--- src/hw/rtl/ests_pkg.sv ---
// ============================================================================
// ests_pkg
// Shared types, constants and arithmetic helpers for the ETC1 selector
// table search.
// ============================================================================
package ests_pkg;

    localparam int BLOCK_PIXELS = 16;
    localparam int TABLE_COUNT  = 8;

    localparam int COUNT_W = (BLOCK_PIXELS > 1) ? $clog2(BLOCK_PIXELS) : 1;
    localparam int TBL_W   = (TABLE_COUNT > 1) ? $clog2(TABLE_COUNT) : 1;

    localparam int S_TDATA_W = 40;
    localparam int M_TDATA_W = 64;

    localparam int PIX_ERR_W = 18;
    localparam int SUM_W     = 22;
    localparam int SEL_W     = 32;
    localparam int BEST_W    = 3;

    localparam logic [SUM_W-1:0] SUM_MAX = {SUM_W{1'b1}};

    localparam logic [0:0] MODE_5BIT = 1'b0;
    localparam logic [0:0] MODE_4BIT = 1'b1;

    // Standard ETC1 intensity modifiers, one row per table
    localparam logic signed [8:0] INTEN_MODS [8][4] = '{
        '{-9'sd8,   -9'sd2,  9'sd2,  9'sd8},
        '{-9'sd17,  -9'sd5,  9'sd5,  9'sd17},
        '{-9'sd29,  -9'sd9,  9'sd9,  9'sd29},
        '{-9'sd42,  -9'sd13, 9'sd13, 9'sd42},
        '{-9'sd60,  -9'sd18, 9'sd18, 9'sd60},
        '{-9'sd80,  -9'sd24, 9'sd24, 9'sd80},
        '{-9'sd106, -9'sd33, 9'sd33, 9'sd106},
        '{-9'sd183, -9'sd47, 9'sd47, 9'sd183}
    };

    typedef struct packed {
        logic [7:0] red;
        logic [7:0] green;
        logic [7:0] blue;
    } pixel_t;

    typedef struct packed {
        logic [4:0] red;
        logic [4:0] green;
        logic [4:0] blue;
    } base_t;

    typedef struct packed {
        logic               valid;
        logic               block_end;
        logic [COUNT_W-1:0] pos;
    } stage_ctrl_t;

    function automatic logic [7:0] expand_channel(input logic [4:0] c,
                                                  input logic [0:0] mode);
        logic [7:0] r;
        if (mode == MODE_4BIT)
        begin
            r = {c[3:0], c[3:0]};
        end
        else
        begin
            r = {c, c[4:2]};
        end
        return r;
    endfunction

    function automatic logic [7:0] clamp255(input logic signed [9:0] v);
        logic [7:0] r;
        if (v < 0)
        begin
            r = 8'd0;
        end
        else if (v > 10'sd255)
        begin
            r = 8'd255;
        end
        else
        begin
            r = v[7:0];
        end
        return r;
    endfunction

    function automatic logic [15:0] sq_diff(input logic [7:0] a, input logic [7:0] b);
        logic signed [8:0]  d;
        logic signed [17:0] p;
        d = $signed({1'b0, a}) - $signed({1'b0, b});
        p = d * d;
        return p[15:0];
    endfunction

    // Squared RGB distance from pixel to one clamped palette color
    function automatic logic [PIX_ERR_W-1:0] palette_err(input pixel_t pix,
                                                         input pixel_t base,
                                                         input logic signed [8:0] m);
        logic [7:0] pr;
        logic [7:0] pg;
        logic [7:0] pb;
        pr = clamp255($signed({2'b00, base.red})   + 10'(m));
        pg = clamp255($signed({2'b00, base.green}) + 10'(m));
        pb = clamp255($signed({2'b00, base.blue})  + 10'(m));
        return PIX_ERR_W'(sq_diff(pix.red, pr)) + PIX_ERR_W'(sq_diff(pix.green, pg))
             + PIX_ERR_W'(sq_diff(pix.blue, pb));
    endfunction

endpackage

--- src/hw/rtl/ests_input.sv ---
// ============================================================================
// ests_input
// Input register: unpacks the slave word, counts pixels within a block and
// latches the base color on the first pixel.
// ============================================================================
module ests_input (
    input  logic                            clk,
    input  logic                            rst_n,
    input  logic                            advance,
    input  logic                            s_tvalid,
    input  logic [ests_pkg::S_TDATA_W-1:0]  s_tdata,
    input  logic                            s_tlast,
    output ests_pkg::stage_ctrl_t           ctrl,
    output ests_pkg::pixel_t                pix,
    output ests_pkg::base_t                 base
);
    import ests_pkg::*;

    logic [COUNT_W-1:0] count_reg;
    logic [COUNT_W-1:0] count_next;
    base_t              latched_reg;
    base_t              base_sel;
    base_t              base_in;
    stage_ctrl_t        ctrl_reg;
    pixel_t             pix_reg;
    base_t              base_reg;
    logic               accept;
    logic               first;
    logic               blk_end;

    assign accept  = s_tvalid && advance;
    assign first   = (count_reg == '0);
    assign blk_end = s_tlast || (count_reg == COUNT_W'(BLOCK_PIXELS - 1));

    assign base_in.red   = s_tdata[28:24];
    assign base_in.green = s_tdata[33:29];
    assign base_in.blue  = s_tdata[38:34];

    assign base_sel   = first ? base_in : latched_reg;
    assign count_next = blk_end ? '0 : count_reg + COUNT_W'(1);

    always_ff @(posedge clk or negedge rst_n)
    begin
        if (!rst_n)
        begin
            count_reg   <= '0;
            latched_reg <= '0;
            ctrl_reg    <= '0;
        end
        else if (advance)
        begin
            ctrl_reg.valid     <= s_tvalid;
            ctrl_reg.block_end <= blk_end;
            ctrl_reg.pos       <= count_reg;
            if (s_tvalid)
            begin
                count_reg   <= count_next;
                latched_reg <= base_sel;
            end
        end
    end

    always_ff @(posedge clk)
    begin
        if (accept)
        begin
            pix_reg.red   <= s_tdata[7:0];
            pix_reg.green <= s_tdata[15:8];
            pix_reg.blue  <= s_tdata[23:16];
            base_reg      <= base_sel;
        end
    end

    assign ctrl = ctrl_reg;
    assign pix  = pix_reg;
    assign base = base_reg;

endmodule

--- config.mk ---
export PLATFORM = sky130hd
export DESIGN_NAME = ests_input
export DESIGN_NICKNAME = d
export VERILOG_FILES = /design/src/hw/rtl/ests_pkg.sv /design/src/hw/rtl/ests_input.sv
export SDC_FILE = /design/constraint.sdc
export NUM_CORES = 1
export LEC_CHECK = 0
export BUFFER_PORTS_ARGS = -buffer_cell sky130_fd_sc_hd__buf_2
export CAP_MARGIN = 20
export CORE_AREA = 2 2 93 95
export DETAILED_ROUTE_END_ITERATION = 10
export DIE_AREA = 0 0 95 97
export PLACE_DENSITY_LB_ADDON = 0.08
export SKIP_CTS_REPAIR_TIMING = 1
export SLEW_MARGIN = 20
export SYNTH_ARGS = -nofsm -noshare
export SYNTH_HDL_FRONTEND = slang
export SYNTH_SLANG_ARGS = --single-unit
--- constraint.sdc ---
create_clock -name clk -period 2.2 [get_ports clk]
set_input_delay 0.44 -clock clk [delete_from_list [all_inputs] [get_ports clk]]
set_output_delay 0.44 -clock clk [all_outputs]
set_load 0.02 [all_outputs]
Yosys cells after proc, flatten, opt, wreduce, memory -nomap -nowiden
Cells that the tools add are included.
- reductions and logical operators: 4
- mux-type cells: 2
- eq/ne operators: 1
- $add $sub $neg: 1
- operator list (cell ; number):
    $mux 15 ; 1
    $add 4x1->4 const B ; 1
    $eq 4x4->1 const B ; 1
    $logic_not 4->1 ; 1
    $mux 4 ; 1
    $reduce_and 2->1 ; 1
    $logic_and 1x1->1 ; 1
    $logic_or 1x1->1 ; 1
- output and inout port bits: 45
- register bits: 64

Logic depth before layout (Yosys ltp)
Gate-level depths: netlist of run 1.
- depth after elaboration: 3
- gate-level depth with buffers: 7

Worst setup path after synthesis of run 1
No wires, ideal clock.
- path type: input to register
- from: input port advance
- to: register base_reg (netlist bit base[0]) (enable)
- required time: 1806 ps
- library setup time: 394 ps
- stages on the path: 3
- arrival time: 1492 ps
- slack: 314 ps
- cells stage by stage: buf_4 -> nand2_1 -> inv_1
- longest elaborated chain between the ends: 1
- RTL lines (element ; RTL line ; source):
    from (decl) ; ests_input.sv:9 ; input logic advance,
    $logic_and 1x1->1 ; ests_input.sv:31 ; assign accept = s_tvalid && advance;
    named net accept ; ests_input.sv:27 ; logic accept;
    to (signal assigned) ; ests_input.sv:70 ; base_reg <= base_sel;
    to (decl) ; ests_input.sv:26 ; base_t base_reg;
The timed path passes the listed nets, and every way through them passes these cells.
A chain may end at the register's enable or synchronous reset.

==> impl_metrics.yaml, run 1 <==
sta:
  final-setup-viol-count: 0
  clock.fmax_mhz: 579
  relSlewSlack_pct: 60.7
  transition_time_at_the_pin_with_the_least_slew_margin_ns: 0.590
  final.setup.worst_slack_ns: 0.474
  final.period_utilization_pct: 78.4
  totalNegativeSetupSlack_ns: 0
  finalMaxSlewViolations: 0
  fin_hold_ws_ns: 0.104
  grt_setup_unrepaired: "no"
  fin_worst_skew_ns: 0.00671
  finalCriticalPeriod_ns: 1.73
  timing_hold_violations_final: 0
layout:
  largest_register_ff_count: 24
  nets: 277
  multi_input_comb_area_um2: 527
  num_antenna_cells: 0
  final_layout_size_suffix_gt1_share_pct: 57.4
  sequential_cell_area_um2: 1800
  final_core_utilization_pct: 39.5
  area_growth_syn_to_layout_pct: 35.3
  fillCellCount: 786
floorplan:
  floorplan.rows: 33
  io_pins: 90
  die-height_um: 97
  core_area_um2: 8130
  floorplan.die_area_um2: 9220
  initial_core_util_pct: 29.2
  die_w_um: 95
place:
  place_worst_setup_slack_ns: 0.481
  dp_hpwl_um: 3250
  place.gp.congestion: 0.621
  number_of_port_buffers: 88
flow_run:
  maxCapViolCount: 0
routing:
  vias: 1455
  drc_violations_left: 0
  detail_route.vias_per_cell: 4.28
  drt-wirelength-per-cell_um: 13.8
  detail_route.wirelength_um: 4690
  drt_pre_antenna_iters: 4
  drtAntennaViolNets: 0
  drt_first_iter_violations: 35
synth:
  post_synth_inst_count: 129
  distinct_cell_type_count_after_synthesis: 20
  syn_area_per_cell_um2: 18.4
  ys_warn_count: 0
  synth_fp_nets: 176
  yosysSeqAreaShare_pct: 75.6
  synth_seq_cells: 64
  synth.cell_area_um2: 2380
global_routing:
  grt.overflow.total: 0
  first_pass_grt_wire_length_um: 7360
  antenna_found_initial: 0
  grt_usage_pct: 10.8
  pin_count_of_the_biggest_net_entering_global_routing: 26
  first_global_vias: 1471
worst_setup_path:
  reg2reg_depth: 5
  crit_chain: "inv_1 -> ha_1 -> nor3b_4 -> buf_4 -> mux2_2"
  critical_path_peak_fanout: 15
  arrival_ns: 1.81
  worstSetupStartpointType: "register"
  timing.critical_path.to_type: "register"
  delay_of_the_slowest_cell_on_the_worst_path_ns: 0.44
  worst_path_max_delay_cell: "sky130_fd_sc_hd__dfrtp_1"
  critPathKind: "reg2reg"
  r2r-start: "count_reg[0]"
  timing.reg2reg.setup_slack_ns: 0.47
  cp_data_required_time_ns: 2.28
  worst_r2r_endpoint: "base[1]"
run_status:
  outcome: "complete, no violations"
clock_tree:
  h-tree-depth: 3
  insertion_delay_ns: 0.34
  cts_num_sinks: 64
  ctsRootBufferMaster: "sky130_fd_sc_hd__clkbuf_8"
  clkSlewWorstSetupHoldPaths_ns: 0.08
  cts_buffers: 9
  cts.path.max_buffers: 2
  cts_tree: "done"
min_path:
  min-delay-path-class: "in2async"
power_and_ir_drop:
  power-per-cell-area_nw_per_um2: 1090
  fin_total_pwr_mw: 3.50
  worst_ir_drop_vdd_mv: 0.372
  p_leak_nw: 1.41
[cell usage in the layout (no fill, tap or decap), drive strengths merged]
cell    synthesis  final
dfrtp          25     25
buf             4     94
a31oi           1      1
nor3b           1      1
o21ai           5      5
nand2           3      3
and3            1      1
bufinv          0      4
nand4           1      1
clkbuf          0      9
ha              2      2
edfxtp         39     39
a21oi           2      2
clkinv          0      3
inv             5      5
nand3           2      2
nor2            2      2
mux2           34     34
or4b            1      1
or4             1      1
[cell families (layout without fill, tap and decap cells)]
group	after synthesis	in the layout	synth area share [%]
buffers and inverters	9	115	2.26
AOI/OAI and AO/OA	8	8	1.74
adders and majority gates	2	2	1.05
DFF	64	64	75.6
muxes	34	34	16.1
and+or+nand+nor	12	12	3.26
[final cells by class]
class                      instances  share of cell area [%]
multi-input combinational         56                    16.4
clock buffer                       9                    3.85
clock inverter                     7                    4.16
tap                              105                    4.08
inverter                           5                   0.583
timing repair buffer              94                    15.1
sequential                        64                    55.9
[worst max path at each step]
stage / from / end / slack, ns / cells past startpoint
after floorplan: advance / base[0] / 0.31 / 3
after global placement: count_reg[0] / base[1] / 0.47 / 5
after detailed placement: count_reg[0] / base[13] / 0.48 / 5
after CTS: count_reg[0] / base[1] / 0.47 / 5
after global routing: count_reg[0] / base[9] / 0.39 / 5
final: count_reg[0] / base[1] / 0.47 / 5
[per-stage QoR]
step	instance area, µm²	std cells
after global routing	3220	340
after global placement	2960	324
after detailed placement	2960	324
final	3220	340
after CTS	3220	340
after floorplan	2380	129
[synth_stat cells, drive strengths merged]
library cell,instances,area share (%)
edfxtp,39,49
mux2,34,16
dfrtp,25,26
inv,5,0.79
o21ai,5,1.1
buf,4,1.5
nand2,3,0.47
a21oi,2,0.42
ha,2,1.1
nand3,2,0.42
nor2,2,0.32
a31oi,1,0.26
and3,1,0.26
nand4,1,0.26
nor3b,1,0.79
or4,1,0.32
or4b,1,0.42
[power breakdown]
part | switching (mW) | internal (mW)
clock | 0.452 | 0.860
combinational | 0.288 | 0.301
sequential | 0.0812 | 1.52
total | 0.822 | 2.68
[per-layer routing]
metal	up-vias	wire, µm	global-route usage (%)
met4	0	105	6.02
met5	-	0	0
met3	8	372	3.97
met1	708	2040	12.9
met2	57	2160	16.7
li1	682	-	-
[critical path, delay by kind of cell, from the launching register on]
| kind | cells | cell delay, ns |
|---|---|---|
| buffers and inverters | 2 | 0.35 |
| muxes | 1 | 0.37 |
| and+or+nand+nor | 1 | 0.17 |
| DFF | 1 | 0.44 |
| adders and majority gates | 1 | 0.14 |
No activity file was read; power rests on OpenSTA's default activity.
==> inputs of run 2 (changes only) <==
--- a/config.mk
+++ b/config.mk
@@ -5,11 +5,12 @@
 export SDC_FILE = /design/constraint.sdc
 export NUM_CORES = 1
 export LEC_CHECK = 0
+export ABC_AREA = 1
 export BUFFER_PORTS_ARGS = -buffer_cell sky130_fd_sc_hd__buf_2
 export CAP_MARGIN = 20
-export CORE_AREA = 2 2 93 95
+export CORE_AREA = 2 2 96 98
 export DETAILED_ROUTE_END_ITERATION = 10
-export DIE_AREA = 0 0 95 97
+export DIE_AREA = 0 0 98 100
 export PLACE_DENSITY_LB_ADDON = 0.08
 export SKIP_CTS_REPAIR_TIMING = 1
 export SLEW_MARGIN = 20
==> constraint.sdc (replaced) <==
create_clock -name clk -period 1.45 [get_ports clk]
set_input_delay 0.29 -clock clk [delete_from_list [all_inputs] [get_ports clk]]
set_output_delay 0.29 -clock clk [all_outputs]
set_load 0.02 [all_outputs]
==> run 2 against run 1 <==
  * Total power rose by 59%
  * Critical path depth rose by 1
  * Maximum frequency rose by 27%
  * Clock-buffer cell count rose by 1
  * First-iteration DRC count rose by 14%
  * Cell count rose by 30%
  * Synthesized cell count rose by 70%
  * Register-to-register slack got worse by 0.39 ns
  * Sequential share of layout area fell by 5.1 points
  * Clock skew fell by 0.0011 ns
  * Die area rose by 6.3%
  * Clock power rose by 40%
==> impl_metrics.yaml, run 2 <==
floorplan:
  core_area_um2: 8890
  die_w_um: 98
  initial_core_util_pct: 29.2
  die-height_um: 100
  floorplan.rows: 35
  io_pins: 90
  floorplan.die_area_um2: 9800
layout:
  num_antenna_cells: 0
  nets: 373
  largest_register_ff_count: 24
  area_growth_syn_to_layout_pct: 36.5
  final-instance-count-excl-fill: 442
  final_layout_size_suffix_gt1_share_pct: 38.4
  layout_common_cells: "88 x sky130_fd_sc_hd__buf_2, 56 x sky130_fd_sc_hd__nand2_1, 39 x sky130_fd_sc_hd__edfxtp_1"
  layout_commonest_cell: "sky130_fd_sc_hd__buf_2"
  layout.cell_area.non_filler_um2: 3540
  fillCellCount: 890
sta:
  clock.fmax_mhz: 733
  final.period_utilization_pct: 94.1
  fin_hold_ws_ns: 0.127
  relSlewSlack_pct: 59.0
  grt_setup_unrepaired: "no"
  transition_time_at_the_pin_with_the_least_slew_margin_ns: 0.615
  timing_hold_violations_final: 0
  final-setup-viol-count: 0
  finalMaxSlewViolations: 0
  finalCriticalPeriod_ns: 1.36
  fin_worst_skew_ns: 0.00558
synth:
  post_synth_inst_count: 219
  main_synth_ff_type: "sky130_fd_sc_hd__edfxtp_1"
  yosys-top-cells-area: "sky130_fd_sc_hd__edfxtp_1 45%, sky130_fd_sc_hd__dfrtp_1 24%, sky130_fd_sc_hd__nand2_1 8.1%"
  dominant_combinational_cell_family_by_area_after_synthesis: "simple AND/OR/NAND/NOR gates"
  synth-async-reset-ratio_pct: 39.1
  yosys-mux-area-fraction_pct: 0
  synth.top_cells.by_count: "56 x sky130_fd_sc_hd__nand2_1, 39 x sky130_fd_sc_hd__edfxtp_1, 25 x sky130_fd_sc_hd__dfrtp_1"
  synth_seq_cells: 64
  distinct_cell_type_count_after_synthesis: 22
  post_synth_xor_area_fraction_pct: 0
  synth_edf_count: 39
  post-synth-top-count-cell: "sky130_fd_sc_hd__nand2_1"
  synth_simple_gate_area_share_pct: 22.0
  synth_fp_nets: 266
  synth-compound-area-share_pct: 1.79
  synth.cell_area_um2: 2590
  netlist.top_cell.by_area: "sky130_fd_sc_hd__edfxtp_1"
  synth_top_area_share_pct: 45.2
  synth_fa_ha_area_share_pct: 0.965
  ys_warn_count: 0
  syn_area_per_cell_um2: 11.8
  yosysSeqAreaShare_pct: 69.3
run_status:
  outcome: "complete, no violations"
routing:
  highest-signal-layer: "met4"
  detail_route.vias_per_cell: 4.26
  detail_route.wirelength_um: 5560
  vias: 1885
  drt_first_iter_violations: 40
  drc_violations_left: 0
  met2WireLength_um: 2420
  m1WireLength_um: 2700
  drtAntennaViolNets: 0
  drt_pre_antenna_iters: 4
  route.met3.wl_um: 347
  drt-wirelength-per-cell_um: 12.6
worst_setup_path:
  worstSetupStartpointType: "register"
  critical_path_peak_fanout: 7
  cp_data_required_time_ns: 1.54
  worst_path_max_delay_cell: "sky130_fd_sc_hd__dfrtp_1"
  critical_path.most_common_cell: "sky130_fd_sc_hd__buf_12"
  arrival_ns: 1.45
  critPathKind: "reg2reg"
  crit_chain: "inv_2 -> ha_4 -> buf_12 -> buf_12 -> nand3b_1 -> and2_1"
  timing.critical_path.to_type: "register"
  delay_of_the_slowest_cell_on_the_worst_path_ns: 0.39
clock_tree:
  cts.path.max_buffers: 2
  cts_tree: "done"
  insertion_delay_ns: 0.33
  clkSlewWorstSetupHoldPaths_ns: 0.07
  cts_buffers: 9
  cts_num_sinks: 64
  ctsRootBufferMaster: "sky130_fd_sc_hd__clkbuf_8"
  h-tree-depth: 3
min_path:
  min-delay-path-class: "in2reg"
global_routing:
  first_pass_grt_wire_length_um: 8960
  pin_count_of_the_biggest_net_entering_global_routing: 28
  grt.overflow.total: 0
  antenna_found_initial: 0
  grt_usage_pct: 12.0
  first_global_vias: 1803
place:
  post-place-cells: 425
  place.gp.congestion: 0.678
  number_of_port_buffers: 88
  dp_hpwl_um: 3780
  place_area_um2: 3270
power_and_ir_drop:
  fin_total_pwr_mw: 5.58
  worst_ir_drop_vdd_mv: 0.472
  power-per-cell-area_nw_per_um2: 1580
  p_leak_nw: 1.66
flow_run:
  maxCapViolCount: 0
[run 2: final timing paths]
kind	startpoint	end	slack, ns	cells past startpoint
max	count_reg[0]	base[5]	0.09	6
min	s_tdata[23]	pix[7]	0.13	1
max reg2reg	count_reg[0]	base[5]	0.09	6
min reg2reg	latched_reg[7]	latched_reg[7]	0.48	2
max in group asynchronous	rst_n	ctrl[1]	0.54	2
min in group asynchronous	rst_n	latched_reg[10]	0.50	2
[run 2: area by class of cell]
cell class	count	area (µm²)	share of cell area, %
flip-flops and latches	64	1800	50.8
multi-input cells	125	663	18.7
repair buffers	103	618	17.5
well taps	111	139	3.93
clock buffers	10	128	3.61
clock inverters	6	108	3.04
inverters	23	86.3	2.44
[run 2: report_power, final]
part	internal [mW]	leakage (nW)	total (mW)	switching [mW]
Combinational	0.578	0.862	1.34	0.762
Sequential	2.29	0.683	2.41	0.115
Clock	1.14	0.116	1.84	0.701
Total	4.01	1.66	5.58	1.58
[run 2: stage by stage]
step	setup TNS (ns)	worst slack, ns	util, %
3_5_place_dp	-0.0937	-0.0138	36.8
4_1_cts	-0.506	-0.0436	39.5
3_3_place_gp	-0.00398	-0.00293	36.8
6_report	0	0.0858	39.8
2_1_floorplan	0	0.0146	-
5_1_grt	0	0.00826	39.8
[run 2: logic make-up (layout without fill, tap and decap cells)]
kind of cell | count (synthesis) | count (layout)
simple gates | 114 | 114
flops | 64 | 64
buf+inv | 30 | 142
compound gates | 9 | 9
fa+ha+maj | 2 | 2
[run 2: metal layers]
layer	vias to the layer above	global-route usage (%)
met4	0	5.77
met1	865	15.9
met2	70	18.5
li1	940	-
met3	10	2.72
met5	-	0
[run 2: critical path: cells and delay by family, from the launching register on]
family | cells | cell delay, ns
adder cells (fa/ha/maj) | 1 | 0.15
buffers and inverters | 3 | 0.31
flip-flops | 1 | 0.39
AND/OR/NAND/NOR | 2 | 0.26
