`src/hw/rtl/ests_pkg.sv`:
```
// ============================================================================
// ests_pkg
// Shared types, constants and arithmetic helpers for the ETC1 selector
// table search.
// ============================================================================
package ests_pkg;

    localparam int BLOCK_PIXELS = 16;
    localparam int TABLE_COUNT  = 8;

    localparam int COUNT_W = (BLOCK_PIXELS > 1) ? $clog2(BLOCK_PIXELS) : 1;
    localparam int TBL_W   = (TABLE_COUNT > 1) ? $clog2(TABLE_COUNT) : 1;

    localparam int S_TDATA_W = 40;
    localparam int M_TDATA_W = 64;

    localparam int PIX_ERR_W = 18;
    localparam int SUM_W     = 22;
    localparam int SEL_W     = 32;
    localparam int BEST_W    = 3;

    localparam logic [SUM_W-1:0] SUM_MAX = {SUM_W{1'b1}};

    localparam logic [0:0] MODE_5BIT = 1'b0;
    localparam logic [0:0] MODE_4BIT = 1'b1;

    // Standard ETC1 intensity modifiers, one row per table
    localparam logic signed [8:0] INTEN_MODS [8][4] = '{
        '{-9'sd8,   -9'sd2,  9'sd2,  9'sd8},
        '{-9'sd17,  -9'sd5,  9'sd5,  9'sd17},
        '{-9'sd29,  -9'sd9,  9'sd9,  9'sd29},
        '{-9'sd42,  -9'sd13, 9'sd13, 9'sd42},
        '{-9'sd60,  -9'sd18, 9'sd18, 9'sd60},
        '{-9'sd80,  -9'sd24, 9'sd24, 9'sd80},
        '{-9'sd106, -9'sd33, 9'sd33, 9'sd106},
        '{-9'sd183, -9'sd47, 9'sd47, 9'sd183}
    };

    typedef struct packed {
        logic [7:0] red;
        logic [7:0] green;
        logic [7:0] blue;
    } pixel_t;

    typedef struct packed {
        logic [4:0] red;
        logic [4:0] green;
        logic [4:0] blue;
    } base_t;

    typedef struct packed {
        logic               valid;
        logic               block_end;
        logic [COUNT_W-1:0] pos;
    } stage_ctrl_t;

    function automatic logic [7:0] expand_channel(input logic [4:0] c,
                                                  input logic [0:0] mode);
        logic [7:0] r;
        if (mode == MODE_4BIT)
        begin
            r = {c[3:0], c[3:0]};
        end
        else
        begin
            r = {c, c[4:2]};
        end
        return r;
    endfunction

    function automatic logic [7:0] clamp255(input logic signed [9:0] v);
        logic [7:0] r;
        if (v < 0)
        begin
            r = 8'd0;
        end
        else if (v > 10'sd255)
        begin
            r = 8'd255;
        end
        else
        begin
            r = v[7:0];
        end
        return r;
    endfunction

    function automatic logic [15:0] sq_diff(input logic [7:0] a, input logic [7:0] b);
        logic signed [8:0]  d;
        logic signed [17:0] p;
        d = $signed({1'b0, a}) - $signed({1'b0, b});
        p = d * d;
        return p[15:0];
    endfunction

    // Squared RGB distance from pixel to one clamped palette color
    function automatic logic [PIX_ERR_W-1:0] palette_err(input pixel_t pix,
                                                         input pixel_t base,
                                                         input logic signed [8:0] m);
        logic [7:0] pr;
        logic [7:0] pg;
        logic [7:0] pb;
        pr = clamp255($signed({2'b00, base.red})   + 10'(m));
        pg = clamp255($signed({2'b00, base.green}) + 10'(m));
        pb = clamp255($signed({2'b00, base.blue})  + 10'(m));
        return PIX_ERR_W'(sq_diff(pix.red, pr)) + PIX_ERR_W'(sq_diff(pix.green, pg))
             + PIX_ERR_W'(sq_diff(pix.blue, pb));
    endfunction

endpackage

```
`src/hw/rtl/ests_pick.sv`:
```
// ============================================================================
// ests_pick
// Picks the table with the lowest total error and holds the result word in
// the master-side output register.
// ============================================================================
module ests_pick (
    input  logic                             clk,
    input  logic                             rst_n,
    input  logic                             advance,
    input  logic                             snap_valid,
    input  logic [ests_pkg::SUM_W-1:0]       snap_sum [ests_pkg::TABLE_COUNT],
    input  logic [ests_pkg::SEL_W-1:0]       snap_sel [ests_pkg::TABLE_COUNT],
    output logic                             m_tvalid,
    output logic [ests_pkg::M_TDATA_W-1:0]   m_tdata
);
    import ests_pkg::*;

    logic [SUM_W-1:0]     best_err;
    logic [TBL_W-1:0]     best_idx;
    logic [SEL_W-1:0]     best_sel;
    logic                 valid_reg;
    logic [M_TDATA_W-1:0] data_reg;

    // Strict compare keeps the lowest index on ties
    always_comb
    begin
        best_err = snap_sum[0];
        best_sel = snap_sel[0];
        best_idx = '0;
        for (int t = 1; t < TABLE_COUNT; t++)
        begin
            if (snap_sum[t] < best_err)
            begin
                best_err = snap_sum[t];
                best_sel = snap_sel[t];
                best_idx = TBL_W'(t);
            end
        end
    end

    always_ff @(posedge clk or negedge rst_n)
    begin
        if (!rst_n)
        begin
            valid_reg <= 1'b0;
        end
        else if (advance)
        begin
            valid_reg <= snap_valid;
        end
    end

    always_ff @(posedge clk)
    begin
        if (advance && snap_valid)
        begin
            data_reg <= M_TDATA_W'({best_sel, BEST_W'(best_idx), best_err});
        end
    end

    assign m_tvalid = valid_reg;
    assign m_tdata  = data_reg;

endmodule

```
`config.mk`:
```
export PLATFORM = sky130hd
export DESIGN_NAME = ests_pick
export DESIGN_NICKNAME = d
export VERILOG_FILES = /design/src/hw/rtl/ests_pkg.sv /design/src/hw/rtl/ests_pick.sv
export SDC_FILE = /design/constraint.sdc
export NUM_CORES = 1
export LEC_CHECK = 0
export BUFFER_PORTS_ARGS = -buffer_cell sky130_fd_sc_hd__buf_4
export CELL_PAD_IN_SITES_DETAIL_PLACEMENT = 0
export CELL_PAD_IN_SITES_GLOBAL_PLACEMENT = 1
export CORE_AREA = 4 4 195 197
export CTS_CLUSTER_DIAMETER = 60
export DETAILED_ROUTE_END_ITERATION = 12
export DIE_AREA = 0 0 199 201
export GPL_ROUTABILITY_DRIVEN = 1
export PLACE_DENSITY_LB_ADDON = 0.1
export SYNTH_ARGS = -nofsm -noshare
export SYNTH_HDL_FRONTEND = slang
export SYNTH_SLANG_ARGS = --single-unit
```
`constraint.sdc`:
```
create_clock -name clk -period 1.75 [get_ports clk]
set_input_delay 0.175 -clock clk [delete_from_list [all_inputs] [get_ports clk]]
set_output_delay 0.175 -clock clk [all_outputs]
set_load 0.05 [all_outputs]
```
[Yosys cells after proc, flatten, opt, wreduce, memory -nomap -nowiden]
Cells that the tools add are included.
Cells by class
  order comparisons: 7
  multiplexer cells: 20
  reduce and logical (&&, ||, !) cells: 3
Operator list (number)
  $mux W32: 7
  $lt A22 B22 Y1: 7
  $mux W22: 7
  $mux W3: 2
  $mux W2: 2
  $reduce_or A4 Y1: 1
  $mux W1: 2
  $reduce_or A2 Y1: 1
  $logic_and A1 B1 Y1: 1
Word-level totals
  register bits: 58
  input bits: 436
  output and inout port bits: 65
  word-level logic and storage cells: 35

[Logic depth before layout (Yosys ltp)]
Gate-level depths: netlist (run 1).
  depth after elaboration: 14
  gate-level depth with buffers: 111
  depth with buffers taken out: 98

[Worst setup path before layout (run 1)]
No wires, ideal clock.
  path type: in2reg
  start point: in snap_sum[157] (netlist name)
  end point: reg data_reg[40] (netlist: m_tdata[40]) (data pin)
  library setup time: 0.260 ns
  arrival: 17.262 ns
  required time: 1.490 ns
  slack: -15.772 ns
  cell stages on the path: 102
  path buffers: 13
  path through: inv_1 > ha_1 > a211oi_1 > nor2_1 > o311a_2 > nor2_2 > clkbuf_1 > a21oi_1 > ha_1 > a21o_1 > a21oi_1 > nor2b_1 > o31ai_1 > o221ai_1 > a211o_1 > a31oi_1 > nor2_2 > clkbuf_1 > [66 not listed] > ha_1 > a21o_1 > a21oi_1 > nor2b_1 > o21ai_0 > nand2b_1 > a21oi_1 > nor2b_1 > o21ai_0 > a21boi_0 > o21ai_0 > nand2_1 > a41oi_1 > nor2_1 > o41ai_4 > buf_4 > buf_6 > mux2_4
Between the ends
  longest elaborated chain between the ends: 14
  elaborated cells between the ends (all ways): 20
  those cells by class: order compare (7); mux (13)
Ends and longest elaborated chain
  start, declared: line ests_pick.sv:11  | input logic [ests_pkg::SUM_W-1:0] snap_sum [ests_pkg::TABLE_COUNT],
  $lt A22 B22 Y1: line ests_pick.sv:32  | if (snap_sum[t] < best_err)
  $mux W22: line ests_pick.sv:32
  $lt A22 B22 Y1: line ests_pick.sv:32
  $mux W22: line ests_pick.sv:32
  $lt A22 B22 Y1: line ests_pick.sv:32
  $mux W22: line ests_pick.sv:32
  $lt A22 B22 Y1: line ests_pick.sv:32
  $mux W22: line ests_pick.sv:32
  $lt A22 B22 Y1: line ests_pick.sv:32
  $mux W22: line ests_pick.sv:32
  $lt A22 B22 Y1: line ests_pick.sv:32
  $mux W22: line ests_pick.sv:32
  $lt A22 B22 Y1: line ests_pick.sv:32
  $mux W32 *: line ests_pick.sv:32
  named net best_sel[15]: line ests_pick.sv:20  | logic [SEL_W-1:0] best_sel;
  end signal, assigned: line ests_pick.sv:57  | data_reg <= M_TDATA_W'({best_sel, BEST_W'(best_idx), best_err});
  end, declared: line ests_pick.sv:22  | logic [M_TDATA_W-1:0] data_reg;
Mark *: on every way through the listed nets, which the timed path passes. The rest lies on a longest branch.
A chain may end at the register's enable or synchronous reset.

[Worst setup path in the final report (run 1)]
  start point: in snap_sum[141] (netlist name)
  end point: reg data_reg[33] (netlist: m_tdata[33]) (data pin)
Same word-level chain as after synthesis.

==> results.toml, run 1 <==
[run_status]
status = "finished with violations"
violations = "setup timing"

[worst_hold_path]
hold_path.class = "in -> reg"
holdPathStages = 2

[critical_path]
worstPathMaxFanout = 7
cp.arrival_ns = 15.72
critPathSlowestCell = "o41ai_4"
end_kind = "flip-flop"
slowest_delay_ns = 0.43
path_class = "in -> reg"
cpMostUsedCell = "a21o_1"
cp-start-kind = "input pin"
reg2reg_depth = 1
required_ns = 1.85

[placed_design]
place_ws_ns = -15.00
gp_congestion = 0.880
io_buffers = 493
dpl-instance-area_um2 = 16600
place_hpwl_um = 39800

[synth]
synth_edf_count = 57
yosysWarnings = 0
yosys-top-cells-area = "ha_1, edfxtp_1, mux2_2"
yosysTopAreaCell = "ha_1"
synth_top_cell_area_share = 0.169
syn_area_um2 = 10200
ys.flop_type = "edfxtp_1"
yosysSeqAreaShare = 0.170
yosysUniqueCellTypes = 76
synthCells = 1297
postSynth.asyncResetShare = 0.0172
ys_top_cells_by_count = "nand2_1, ha_1, nor2_1, inv_1, a21oi_1"
ys_seq_elements = 58
syn_avg_cell_area_um2 = 7.87
yosysMostFrequentCell = "nand2_1"

[power]
power_density_nw_per_um2 = 1350
leakage_uw = 0.00952
ir_worst_vdd_v = 0.000701
finalPower_uw = 25400

[routing]
viasPerCell = 4.83
drtAntennaViolNets = 0
drc = 0
drt_wl_total_um = 49500
drt_iter0_markers = 407
routed-via-count = 12500
detail_route.first_pass.iterations = 5
wl_per_cell_um = 19.1

[clock_network]
ctsLongestPathBuffers = 2
clock_latency_ns = 0.35
cts_sinks = 58
clk_pin_slew_ns = 0.06
htreeDepth = 3
cts_tree = "built"
numCtsBuffers = 9
clock-root-buffer = "clkbuf_16"

[finish]
stdcell_area_um2 = 18700
area_growth_syn_to_layout_pct = 83.7
filler_cell_count = 3530
drive_gt1_frac = 0.543
nNetsFinal = 2676

[sta]
fin_crit_ns = 15.62
setup_ws_ns = -13.87
max_slew_margin = 0.504
slew_violations = 0
worstMarginPinSlew_ns = 0.745
finalSetupViolations = 57
hold_viol = 0
rsz0062_at_grt = "true"
finClkSkew_ns = 0
max_freq_mhz = 64.0
post-route-period-util = 8.93

[job]
maxCapViolations = 0

[die]
die_h_um = 201
die_area_um2 = 40000
start_util = 0.281
core-area_um2 = 36300
io_pins = 501
die_w_um = 199
rows = 70

[global_route]
grt_usage = 0.233
antenna_found_initial = 15
grt_max_degree = 69
grt_overflow_total = 0
grt_pass1_wl_um = 72500
grt_pass1_vias = 12800
flip-flops by register name, summed over array words and instances, names as in the netlist:
name      cells
m_tdata      57
m_tvalid      1
final timing paths:
| kind | start | to | slack, ns |
|---|---|---|---|
| worst min-delay path | snap_valid | m_tvalid$_DFFE_PN0P_ | 0.07 |
| worst min register to register | m_tvalid$_DFFE_PN0P_ | m_tvalid$_DFFE_PN0P_ | 0.51 |
| min in group asynchronous | rst_n | m_tvalid$_DFFE_PN0P_ | 0.14 |
| max in group asynchronous | rst_n | m_tvalid$_DFFE_PN0P_ | 1.53 |
| worst max-delay path | snap_sum[141] | m_tdata[33]$_DFFE_PP_ | -13.87 |
| worst max register to register | m_tvalid$_DFFE_PN0P_ | m_tvalid$_DFFE_PN0P_ | 1.01 |
final cells by class:
| type | instances | area, um2 | area share |
|---|---|---|---|
| inverters | 133 | 537 | 0.0286 |
| flip-flops and latches | 58 | 1740 | 0.0926 |
| repair buffers | 856 | 6890 | 0.367 |
| clock buffers | 9 | 225 | 0.0120 |
| multi-input cells | 1044 | 8640 | 0.461 |
| diodes | 13 | 32.5 | 0.00174 |
| well taps | 468 | 586 | 0.0312 |
| clock inverters | 7 | 101 | 0.00541 |
through the flow:
step	setup TNS, ns	cells	util	hold WS [ns]
floorplan	-797.73	1303	-	-0.121
detailed placement	-852.93	2469	0.458	-0.0471
CTS	-778.95	2558	0.505	0.0562
global placement	-837.49	2469	0.458	-0.0488
finish	-787.12	2588	0.517	0.0712
global route	-846.25	2588	0.517	0.0579
layout by cell type, fill, tap and decap left out, types with 8 or more instances in the layout:
| master | Yosys | final |
|---|---|---|
| a21o_1 | 26 | 26 |
| a21oi_1 | 111 | 79 |
| a21oi_2 | 0 | 24 |
| a21oi_4 | 0 | 8 |
| a31oi_1 | 35 | 34 |
| buf_16 | 0 | 10 |
| buf_4 | 13 | 809 |
| buf_6 | 5 | 21 |
| clkbuf_16 | 0 | 10 |
| diode_2 | 0 | 13 |
| edfxtp_1 | 57 | 57 |
| ha_1 | 138 | 111 |
| ha_4 | 0 | 25 |
| inv_1 | 133 | 112 |
| inv_2 | 0 | 13 |
| mux2_2 | 69 | 45 |
| mux2_4 | 29 | 53 |
| mux2i_1 | 77 | 74 |
| nand2_1 | 148 | 140 |
| nand2b_1 | 15 | 14 |
| nand3_1 | 10 | 10 |
| nand4_1 | 22 | 22 |
| nor2_1 | 135 | 119 |
| nor2_2 | 3 | 14 |
| nor2b_1 | 20 | 19 |
| o21ai_0 | 84 | 49 |
| o21ai_1 | 2 | 19 |
| o21ai_2 | 1 | 18 |
report_power, final:
part           internal (uW)  switching, uW  leakage [uW]
clock network           1260            786      0.000153
registers               2160            115      0.000549
logic                  11100           9940       0.00882
logic make-up (layout without fill, tap and decap cells):
kind of cell | count (synthesis) | in the layout | share of synthesized area
buffers and inverters | 202 | 1005 | 0.0834
XOR/XNOR | 2 | 2 | 0.00172
AO/OA/AOI/OAI | 319 | 319 | 0.198
multiplexers | 183 | 183 | 0.203
flip-flops | 58 | 58 | 0.170
adder cells (fa/ha/maj) | 138 | 138 | 0.169
AND/OR/NAND/NOR | 394 | 395 | 0.174
other | 1 | 20 | 0.000367
layer usage:
metal	global-route usage	up-vias	part of all wire
met3	0.0394	49	0.054
met4	0.0706	4	0.019
li1	-	6271	-
met1	0.278	5852	0.41
met5	0	-	0.00055
met2	0.425	327	0.51
what timing repair did:
action	4_1_cts	5_1_grt
resized for setup	148	66
setup buffers	61	17
pin swaps	58	43
hold buffers	1	0
endpoints found under the hold margin	1	0
cloned	12	1
endpoints found under the setup margin	57	57
worst max-delay path: cells and delay by family:
kind,cells,cell delay [ns]
AOI/OAI and AO/OA,44,7.37
and+or+nand+nor,29,3.90
adders and majority gates,7,1.64
buffers and inverters,11,1.31
muxes,4,1.28
Power figures use the tool's default switching activity.
==> run 2: changes to the inputs <==
- CORE_AREA: 4 4 195 197 -> 5 5 190 192
- DIE_AREA: 0 0 199 201 -> 0 0 195 197
==> run 2 against run 1 <==
The flow still finishes with violations (setup timing); via count decreased by 0.32%; clock-buffer cell count increased by 2; global-route usage about the same; non-clock buffer count decreased by 16; register-to-register slack about the same; sequential share of layout area increased by 0.070 points; worst setup slack got worse by 0.032 ns; cell area decreased by 0.75%; combinational power about the same; sequential cell count unchanged; cell count decreased by 1.4%; die area decreased by 4.0%.
==> results.toml, run 2 (synthesis gave the netlist of run 1 again) <==
[die]
start_util = 0.298
rows = 68
io_pins = 501
die_area_um2 = 38400
core-area_um2 = 34200
die_w_um = 195
die_h_um = 197

[clock_network]
htreeDepth = 3
clock_latency_ns = 0.34
cts_tree = "built"
clk_pin_slew_ns = 0.06
numCtsBuffers = 9
clock-root-buffer = "clkbuf_16"
cts_sinks = 58
ctsLongestPathBuffers = 2

[run_status]
status = "finished with violations"
violations = "setup timing"

[placed_design]
gp_congestion = 0.904
io_buffers = 493
dpl-instance-area_um2 = 16600
place_ws_ns = -15.24
dp.cells = 2457
place_hpwl_um = 39600

[critical_path]
critPathSlowestCell = "a311oi_2"
path_class = "in -> reg"
cp-start-kind = "input pin"
reg2reg_depth = 1
cpMostUsedCell = "a21o_1"
worstPathMaxFanout = 8
slowest_delay_ns = 0.40
end_kind = "flip-flop"
cp.arrival_ns = 15.72
required_ns = 1.81

[routing]
viasPerCell = 4.88
routed-via-count = 12500
drt_iter0_markers = 465
wl_per_cell_um = 19.0
detail_route.first_pass.iterations = 5
drt_wl_total_um = 48500
drtAntennaViolNets = 0
drc = 0

[sta]
rsz0062_at_grt = "true"
hold_viol = 0
worstMarginPinSlew_ns = 0.641
max_slew_margin = 0.573
finalSetupViolations = 57
fin_crit_ns = 15.65
setup_ws_ns = -13.90
slew_violations = 0
max_freq_mhz = 63.9
finClkSkew_ns = 0
post-route-period-util = 8.95

[finish]
largest_register_ffs = 57
post-route-util = 0.544
layout_commonest_cell = "buf_4"
stdcell_area_um2 = 18600
nNetsFinal = 2660
area_growth_syn_to_layout_pct = 82.3
mostFrequentLayoutCells = "buf_4, nand2_1, nor2_1"
drive_gt1_frac = 0.543
fin_cells = 2552

[global_route]
grt_pass1_wl_um = 71300
grt_overflow_total = 0
antenna_found_initial = 7
grt_pass1_vias = 12600
grt_usage = 0.234
grt_max_degree = 69

[worst_hold_path]
holdPathStages = 2
hold_path.class = "in -> reg"

[power]
ir_worst_vdd_v = 0.000843
leakage_uw = 0.00942
power_density_nw_per_um2 = 1370
finalPower_uw = 25500

[job]
maxCapViolations = 0
run 2: cell count changes in the layout (fill, tap and decap cells not counted), sizes merged, moves of 2 or more:
cell and delta:
buf -15, clkbuf +3, inv -2, diode -7, bufbuf -2
run 2: final timing paths:
kind                                        endpoint  slack [ns]                  from
setup / recovery           m_tdata[24]$_SDFFCE_PP1P_      -13.90         snap_sum[171]
hold / removal                  m_tvalid$_DFFE_PN0P_        0.08            snap_valid
min in group asynchronous       m_tvalid$_DFFE_PN0P_        0.14                 rst_n
max in group asynchronous       m_tvalid$_DFFE_PN0P_        1.53                 rst_n
hold reg to reg                 m_tvalid$_DFFE_PN0P_        0.51  m_tvalid$_DFFE_PN0P_
setup reg to reg                m_tvalid$_DFFE_PN0P_        1.01  m_tvalid$_DFFE_PN0P_
run 2: per-stage QoR:
step,setup TNS [ns],hold WS [ns]
CTS,-778.36,0.0631
detailed placement,-864.08,-0.0478
global placement,-837.68,-0.0487
global route,-836.60,0.0759
floorplan,-797.73,-0.121
finish,-788.63,0.0828
run 2: report_power, final:
part	internal, uW	leakage (uW)	switching [uW]	total (uW)
registers	2160	0.000549	102	2260
clock network	1100	0.000136	726	1830
logic	11300	0.00874	10100	21400
run 2: layer usage:
layer / GRT usage / share of wire / vias to the layer above
met5: 0 / 0.00014 / -
met4: 0.0528 / 0.019 / 2
met3: 0.0330 / 0.050 / 42
met2: 0.447 / 0.52 / 353
met1: 0.276 / 0.41 / 5842
li1: - / - / 6224
run 2: repair_timing:
item	in CTS	in global routing
cloned	9	2
endpoints found under the hold margin	1	0
setup buffers	52	12
hold buffers	1	0
endpoints found under the setup margin	57	57
pin swaps	82	25
resized for setup	186	42
run 2: area by class of cell:
type / instances / area, um2
diodes: 6 / 15.0
inverters: 133 / 532
well taps: 455 / 569
clock inverters: 5 / 55.1
multi-input cells: 1044 / 8790
flip-flops and latches: 58 / 1740
fillers: 3266 / 15600
repair buffers: 840 / 6680
clock buffers: 11 / 233
run 2: critical path, delay by kind of cell:
family	cells	cell delay, ns
compound gates	40	6.17
simple gates	30	4.66
buf+inv	19	2.17
mux	3	0.88
fa+ha+maj	7	1.55
==> run 3: changes to the inputs <==
- CORE_AREA: 5 5 190 192 -> 5 5 193 195
- DIE_AREA: 0 0 195 197 -> 0 0 198 200
- TNS_END_PERCENT: unset -> 10
- clock period: 1.75 -> 16 ns (I/O delays scaled with it)
==> run 3 against run 2 <==
Via count decreased by 0.22%; the flow still finishes with violations (setup timing); largest cell class unchanged; die area increased by 3.1%; highest routed layer unchanged; cell count grew 0.12%; critical path type unchanged; sequential cell count is the same; non-clock buffer count fell by 16; register-to-register slack gained 14 ns; clock-buffer cell count is 1 lower; worst setup slack gained 13 ns; hold slack improved by 0.44 ns; global-route usage shrank 0.10 points; clock skew stayed put; critical path depth up 5.
==> results.toml, run 3 (synthesis gave the netlist of run 1 again) <==
[run_status]
status = "finished with violations"
violations = "setup timing"

[die]
start_util = 0.290
io_pins = 501
rows = 69
die_w_um = 198
die_area_um2 = 39600
core-area_um2 = 35200
die_h_um = 200

[routing]
viasPerCell = 4.87
drtAntennaViolNets = 0
drt_iter0_markers = 388
drt_wl_total_um = 49900
detail_route.first_pass.iterations = 5
drc = 0
routed-via-count = 12400
wl_per_cell_um = 19.5

[clock_network]
numCtsBuffers = 9
clk_pin_slew_ns = 0.06
hold_buffers = 0
cts_tree = "built"
ctsLongestPathBuffers = 2
cts_sinks = 58
clock_latency_ns = 0.34
clock-root-buffer = "clkbuf_16"
htreeDepth = 3

[sta]
fin_crit_ns = 17.09
finClkSkew_ns = 0
rsz0062_at_grt = "true"
max_freq_mhz = 58.5
worstMarginPinSlew_ns = 0.831
hold_viol = 0
max_slew_margin = 0.446
post-route-period-util = 1.07
holdWs_ns = 0.520
slew_violations = 0
setup_ws_ns = -1.09
finalSetupViolations = 57

[global_route]
grt_overflow_total = 0
antenna_found_initial = 17
grt_max_degree = 68
grt_usage = 0.233
grt_pass1_wl_um = 71300
grt_pass1_vias = 12600

[finish]
drive_gt1_frac = 0.530
layout_commonest_cell = "buf_4"
multi_input_comb_area_um2 = 8580
largest_register_ffs = 57
area_growth_syn_to_layout_pct = 78.9
nNetsFinal = 2647
seqCellArea_um2 = 1740
filler_cell_count = 3458
stdcell_area_um2 = 18300
post-route-util = 0.518
mostFrequentLayoutCells = "buf_4, nand2_1, nor2_1"

[critical_path]
path_class = "in -> reg"
cpMostUsedCell = "buf_4"
cp.arrival_ns = 17.16
cp-start-kind = "input pin"
required_ns = 16.07
worstPathMaxFanout = 8
regToRegSetupSlack_ns = 15.25
end_kind = "flip-flop"
slowest_delay_ns = 0.39
critPathSlowestCell = "nor4_4"

[placed_design]
io_buffers = 493
place_hpwl_um = 40600
gp_congestion = 0.911
dpl-instance-area_um2 = 16300

[power]
power_density_nw_per_um2 = 151
finalPower_uw = 2760
leakage_uw = 0.00929
ir_worst_vdd_v = 0.0000759

[job]
maxCapViolations = 0

[worst_hold_path]
hold_path.class = "reg -> reg"
-- run 3: through the flow --
| step | std cells | worst slack [ns] | TNS (ns) |
|---|---|---|---|
| 3_5_place_dp | 2416 | -1.98 | -108.04 |
| 5_1_grt | 2555 | -1.94 | -103.24 |
| 2_1_floorplan | 1303 | -1.28 | -66.72 |
| 3_3_place_gp | 2416 | -1.72 | -93.92 |
| 6_report | 2555 | -1.09 | -51.16 |
| 4_1_cts | 2523 | -0.824 | -41.14 |
-- run 3: area by class of cell --
class | instances | area share
multi-input cells | 1047 | 0.470
repair buffers | 824 | 0.357
flip-flops and latches | 58 | 0.0951
well taps | 461 | 0.0316
inverters | 133 | 0.0290
clock buffers | 10 | 0.0131
clock inverters | 6 | 0.00233
diodes | 16 | 0.00219
-- run 3: power by group --
part | total, uW | switching, uW | internal, uW | leakage [uW]
clock | 188 | 78.9 | 109 | 0.000135
combinational | 2320 | 1100 | 1220 | 0.00861
sequential | 249 | 12.3 | 237 | 0.000549
total | 2760 | 1190 | 1570 | 0.00929
-- run 3: repair_timing --
action / 4_1_cts / 5_1_grt
pin swaps: 60 / 30
buffers inserted: 84 / 15
resized for setup: 119 / 63
endpoints found under the setup margin: 57 / 57
gates cloned: 8 / 1
-- run 3: path summary, 6_finish.rpt --
path                                       from                         to  depth (start not counted)
max                               snap_sum[171]  m_tdata[24]$_SDFFCE_PP1P_                        104
min                        m_tvalid$_DFFE_PN0P_       m_tvalid$_DFFE_PN0P_                          1
max reg2reg                m_tvalid$_DFFE_PN0P_       m_tvalid$_DFFE_PN0P_                          1
min reg2reg                m_tvalid$_DFFE_PN0P_       m_tvalid$_DFFE_PN0P_                          1
max in group asynchronous                 rst_n       m_tvalid$_DFFE_PN0P_                          1
min in group asynchronous                 rst_n       m_tvalid$_DFFE_PN0P_                          1
-- run 3: routing by layer --
metal | routed length [um] | vias to the layer above | track usage
li1 | - | 6218 | -
met1 | 19800 | 5825 | 0.271
met2 | 26500 | 342 | 0.436
met3 | 2530 | 48 | 0.0322
met4 | 1070 | 2 | 0.0824
met5 | 13 | - | 0
-- run 3: worst max-delay path, delay by kind of cell --
kind / cells / cell delay, ns
simple gates: 26 / 3.75
mux: 3 / 0.86
compound gates: 36 / 5.74
buf+inv: 33 / 3.87
fa+ha+maj: 6 / 1.35
